## src/hdl/hht_pkg.sv

```systemverilog
// Package for the heartbeat health table.
// Holds the operation codes, health codes, queue word and result types.
// Used by hht_front, hht_back and heartbeat_health_table.
package hht_pkg;

	localparam int MaxRegions = 64;

	localparam logic [2:0] FUNC_REGISTER  = 3'd0;
	localparam logic [2:0] FUNC_HEARTBEAT = 3'd1;
	localparam logic [2:0] FUNC_TICK      = 3'd2;
	localparam logic [2:0] FUNC_SET_STATE = 3'd3;
	localparam logic [2:0] FUNC_LOOKUP    = 3'd4;

	localparam logic [2:0] H_HEALTHY     = 3'd0;
	localparam logic [2:0] H_SUSPECT     = 3'd1;
	localparam logic [2:0] H_OFFLINE     = 3'd2;
	localparam logic [2:0] H_DRAINING    = 3'd3;
	localparam logic [2:0] H_QUARANTINED = 3'd4;

	localparam logic [1:0] NS_HEALTHY     = 2'd0;
	localparam logic [1:0] NS_DRAINING    = 2'd1;
	localparam logic [1:0] NS_QUARANTINED = 2'd2;

	typedef enum logic [2:0] {
		OP_REG  = 3'd0,
		OP_HB   = 3'd1,
		OP_TICK = 3'd2,
		OP_SET  = 3'd3,
		OP_LOOK = 3'd4,
		OP_NONE = 3'd5
	} op_t;

	typedef struct packed {
		op_t         op;
		logic [31:0] key;
		logic [31:0] epoch;
		logic [47:0] now;
		logic [1:0]  ns;
	} item_t;

	typedef struct packed {
		logic        valid;
		logic [31:0] key;
		logic [31:0] epoch;
		logic [47:0] last;
		logic [2:0]  health;
	} rec_t;

	typedef struct packed {
		logic        found;
		logic        changed;
		logic [2:0]  state;
		logic        can_alloc;
		logic        can_read;
		logic [31:0] epoch;
		logic [47:0] last;
		logic        full;
	} res_t;

	typedef struct packed {
		logic init_done;
		logic busy;
	} bk_stat_t;

	function automatic op_t classify(input logic [2:0] func);
		op_t op;
		case (func)
			FUNC_REGISTER:  op = OP_REG;
			FUNC_HEARTBEAT: op = OP_HB;
			FUNC_TICK:      op = OP_TICK;
			FUNC_SET_STATE: op = OP_SET;
			FUNC_LOOKUP:    op = OP_LOOK;
			default:        op = OP_NONE;
		endcase
		return op;
	endfunction

endpackage

```

## src/hdl/hht_front.sv

```systemverilog
// Front part of the heartbeat health table: accepts input words,
// decodes the operation and queues them for the back part (two-entry queue).
// Depends on hht_pkg.
module hht_front (
	input  logic                clk,
	input  logic                arst_n,
	input  logic                in_valid,
	output logic                in_ready,
	input  logic [2:0]          func,
	input  logic [15:0]         node_id,
	input  logic [15:0]         owner_id,
	input  logic [31:0]         epoch,
	input  logic [47:0]         now_ms,
	input  logic [1:0]          new_state,
	input  hht_pkg::bk_stat_t   stat,
	output logic                q_valid,
	output hht_pkg::item_t      q_item,
	input  logic                q_pop
);

	hht_pkg::item_t fifo_q [2];
	logic           wp_q;
	logic           rp_q;
	logic [1:0]     cnt_q;
	logic           push;

	assign in_ready = stat.init_done && (cnt_q != 2'd2);
	assign push     = in_valid && in_ready;
	assign q_valid  = (cnt_q != 2'd0);
	assign q_item   = fifo_q[rp_q];

	always_ff @(posedge clk) begin
		if (push) begin
			fifo_q[wp_q].op    <= hht_pkg::classify(func);
			fifo_q[wp_q].key   <= {node_id, owner_id};
			fifo_q[wp_q].epoch <= epoch;
			fifo_q[wp_q].now   <= now_ms;
			fifo_q[wp_q].ns    <= new_state;
		end
	end

	always_ff @(posedge clk or negedge arst_n) begin
		if (!arst_n) begin
			wp_q  <= 1'b0;
			rp_q  <= 1'b0;
			cnt_q <= 2'd0;
		end else begin
			if (push) wp_q <= ~wp_q;
			if (q_pop && q_valid) rp_q <= ~rp_q;
			case ({push, q_pop && q_valid})
				2'b10:   cnt_q <= cnt_q + 2'd1;
				2'b01:   cnt_q <= cnt_q - 2'd1;
				default: cnt_q <= cnt_q;
			endcase
		end
	end

endmodule

```

## config.mk

```make
export PLATFORM = sky130hd
export DESIGN_NAME = hht_front
export DESIGN_NICKNAME = d
export VERILOG_FILES = /design/src/hdl/hht_pkg.sv /design/src/hdl/hht_front.sv
export SDC_FILE = /design/constraint.sdc
export NUM_CORES = 1
export LEC_CHECK = 0
export ABC_AREA = 1
export BUFFER_PORTS_ARGS = -buffer_cell sky130_fd_sc_hd__buf_2
export CAP_MARGIN = 10
export CORE_MARGIN = 5
export CORE_UTILIZATION = 34
export DETAILED_ROUTE_END_ITERATION = 10
export PLACE_DENSITY_LB_ADDON = 0.08
export SYNTH_ARGS = -nofsm -noshare
export SYNTH_HDL_FRONTEND = slang
export SYNTH_SLANG_ARGS = --single-unit
```

## constraint.sdc

```tcl
create_clock -name clk -period 8.2 [get_ports clk]
set_clock_uncertainty 0.05 [all_clocks]
set_input_delay 2.46 -clock clk [delete_from_list [all_inputs] [get_ports clk]]
set_output_delay 2.46 -clock clk [all_outputs]
set_load 0.02 [all_outputs]
```

==> results.cfg <==
[final_layout]
final_nets = 1017
nFillCells = 2360
drive_gt1_frac = 0.3111
area_growth_pct = 27.35
stdcell_count = 1246

[floorplan]
start_util = 0.3456
die-area_sq_um = 28980
core_sq_um = 25250
die_w_um = 170.2
num_rows = 58
pin_count = 242
fp.dieH_um = 170.2

[logic_synthesis]
synth_warnings = 0
synth_cells = 646
synth_top_family_by_area = simple AND/OR/NAND/NOR gates
yosysUniqueCellTypes = 16
synth_compound_area_frac = 0.001720
synthAdderAreaFrac = 0.001433
ys_seq_area_frac = 0.8165
post-synth-top-area-fraction = 0.8050
synth-simple-area-share = 0.1597
synth_area_leaders = edfxtp_1 81%, nand2_1 16%, dfrtp_1 1.1%, buf_2 0.63%, clkbuf_1 0.43%
mappedNetlistArea_sq_um = 8728
synth_nets = 770
synthMuxAreaShare = 0
synth_seq_cells = 238
syn_avg_cell_area_sq_um = 13.51
synth_top_cell_by_area = edfxtp_1
synth-xor-area-share = 0.001003

[detailed_routing]
antenna_left = 0
dr.pass1.iters = 4
avgViaCountPerCell = 4.299
drt_iter0_markers = 217
drc = 0
vias = 5356
wl_mm = 19.69
wl_per_cell_um = 15.80

[global_routing]
grt_use_total = 0.1295
grt_pass1_vias = 5463
grt_start_max_net_pins = 91
grt_pass1_wl_mm = 29.89
antenna_found_initial = 5
grt_overflow = 0

[clock_network]
cts_resized = 0
tritoncts = built
cts_max_level = 1
cts_sinks = 238
insertion_delay_ns = 0.51
path_clk_slew_ns = 0.06
hold_buffers = 0
root_buffer = clkbuf_16
clockBufferDepth = 3
cts_buffers = 27
post_cts_buffers = 0

[timing]
maxSlewViolCount = 0
hold_violations = 0
setup_violations = 0
finalSetupTns_ns = 0
slew_headroom = 0.3788
hold_ws_ns = 0.4682
max_freq_mhz = 181.9
tightest_slew_ns = 0.9319
finalCriticalPeriod_ns = 5.496
fin_crit_sh = 0.6703
grt_setup_unrepaired = false

[worst_setup_path]
start_kind = input port
crit_fanout = 3
critPathKind = in2out
cp.required_ns = 5.69
reg2reg_depth = 5
timing.rr.start = cnt_q[0]
end_kind = output port
crit_start = stat[1]
arrival_ns = 2.99

[outcome]
outcome = completed

[power]
switching_share = 0.3545
power_density_nw_per_um2 = 353.9
p_leak_nw = 4.731
p_seq_frac = 0.404
finalPower_mw = 3.934
p_switching_mw = 1.395
clkPwrFrac = 0.288
peakVddDrop_uv = 175.7
pwr-share-comb = 0.307
p_int_mw = 2.540

[min_path]
hold_class = reg2reg
min_delay_path_depth = 2
hold_start = wp_q

[placement]
place_hpwl_mm = 12.49
post-place-cells = 1194
globalplace.congestion = 0.7189
portBuffers = 240

[run]
maxCapViolCount = 0
[worst paths after layout]
| check | end | slack (ns) |
|---|---|---|
| setup / recovery | in_ready | 2.70 |
| hold / removal | wp_q | 0.47 |
| setup reg to reg | fifo_q[0][113] | 5.51 |
| hold reg to reg | wp_q | 0.47 |
| max in group asynchronous | rp_q | 6.27 |
| min in group asynchronous | rp_q | 1.69 |
[Yosys cell counts]
cell / number
inv_2: 1
nand2_1: 362
edfxtp_1: 234
ha_1: 1
buf_2: 11
inv_1: 8
clkbuf_1: 10
nand4_1: 2
nor2_1: 2
a21o_1: 1
nand3_1: 3
buf_6: 2
a21boi_0: 1
xnor2_1: 1
dfrtp_1: 4
buf_4: 3
[per-stage QoR]
step,cell area (sq um),utilization,setup WS (ns)
floorplan,8728,-,0.1062
global placement,10260,0.4064,2.715
global route,11110,0.4400,2.450
detailed placement,10260,0.4064,2.698
CTS,11110,0.4399,2.618
finish,11120,0.4402,2.704
[state kept, by name, summed over array words and instances (netlist names)]
| name | flops |
|---|---|
| wp_q | 1 |
| cnt_q | 2 |
| rp_q | 1 |
| fifo_q | 234 |
[critical path, cell delays in order]
cell	delay (ns)
buf_2	0.10
a21boi_0	0.22
buf_2	0.21
[placed cells by master, fill, tap and decap left out]
cell,n
nand2_1,362
buf_2,240
edfxtp_1,234
clkbuf_16,27
inv_1,7
clkinv_1,7
clkinv_2,6
clkbuf_1,6
diode_2,3
nand3_1,3
bufinv_16,3
dfrtp_1,3
buf_4,3
inv_4,2
nand4_1,2
a21boi_0,1
a21o_1,1
nor2_1,1
nor2_4,1
xnor2_1,1
ha_1,1
buf_12,1
dfrtp_4,1
[layer usage]
layer	global-route usage	wire, um	up-vias
met5	0	48	-
met4	0.02951	376	8
met3	0.05319	2056	37
met2	0.2089	9120	184
met1	0.1649	8086	2452
li1	-	-	2675
[layout make-up]
cell class,instances,area [sq um],share of cell area
flip-flops and latches,238,7131,0.6415
clock buffers,33,698.2,0.06281
inverters,9,38.79,0.003489
diodes,3,7.507,0.0006754
clock inverters,16,146.4,0.01317
multi-input cells,373,1438,0.1293
repair buffers,244,1244,0.1119
well taps,330,412.9,0.03715
[power by group through the flow]
| stage | registers (mW) | clock network (mW) | logic (mW) |
|---|---|---|---|
| after floorplan | 1.58 | 0 | 0.827 |
| after global placement | 1.62 | 0 | 1.23 |
| after detailed placement | 1.62 | 0 | 1.25 |
| after CTS | 1.60 | 1.17 | 1.25 |
| after global routing | 1.61 | 1.23 | 1.34 |
| final | 1.59 | 1.13 | 1.21 |
[logic make-up after synthesis]
group | Yosys count
fa+ha+maj | 1
simple gates | 369
buf+inv | 35
xor+xnor | 1
flops | 238
compound gates | 2
(Power assumes the default switching activity.)
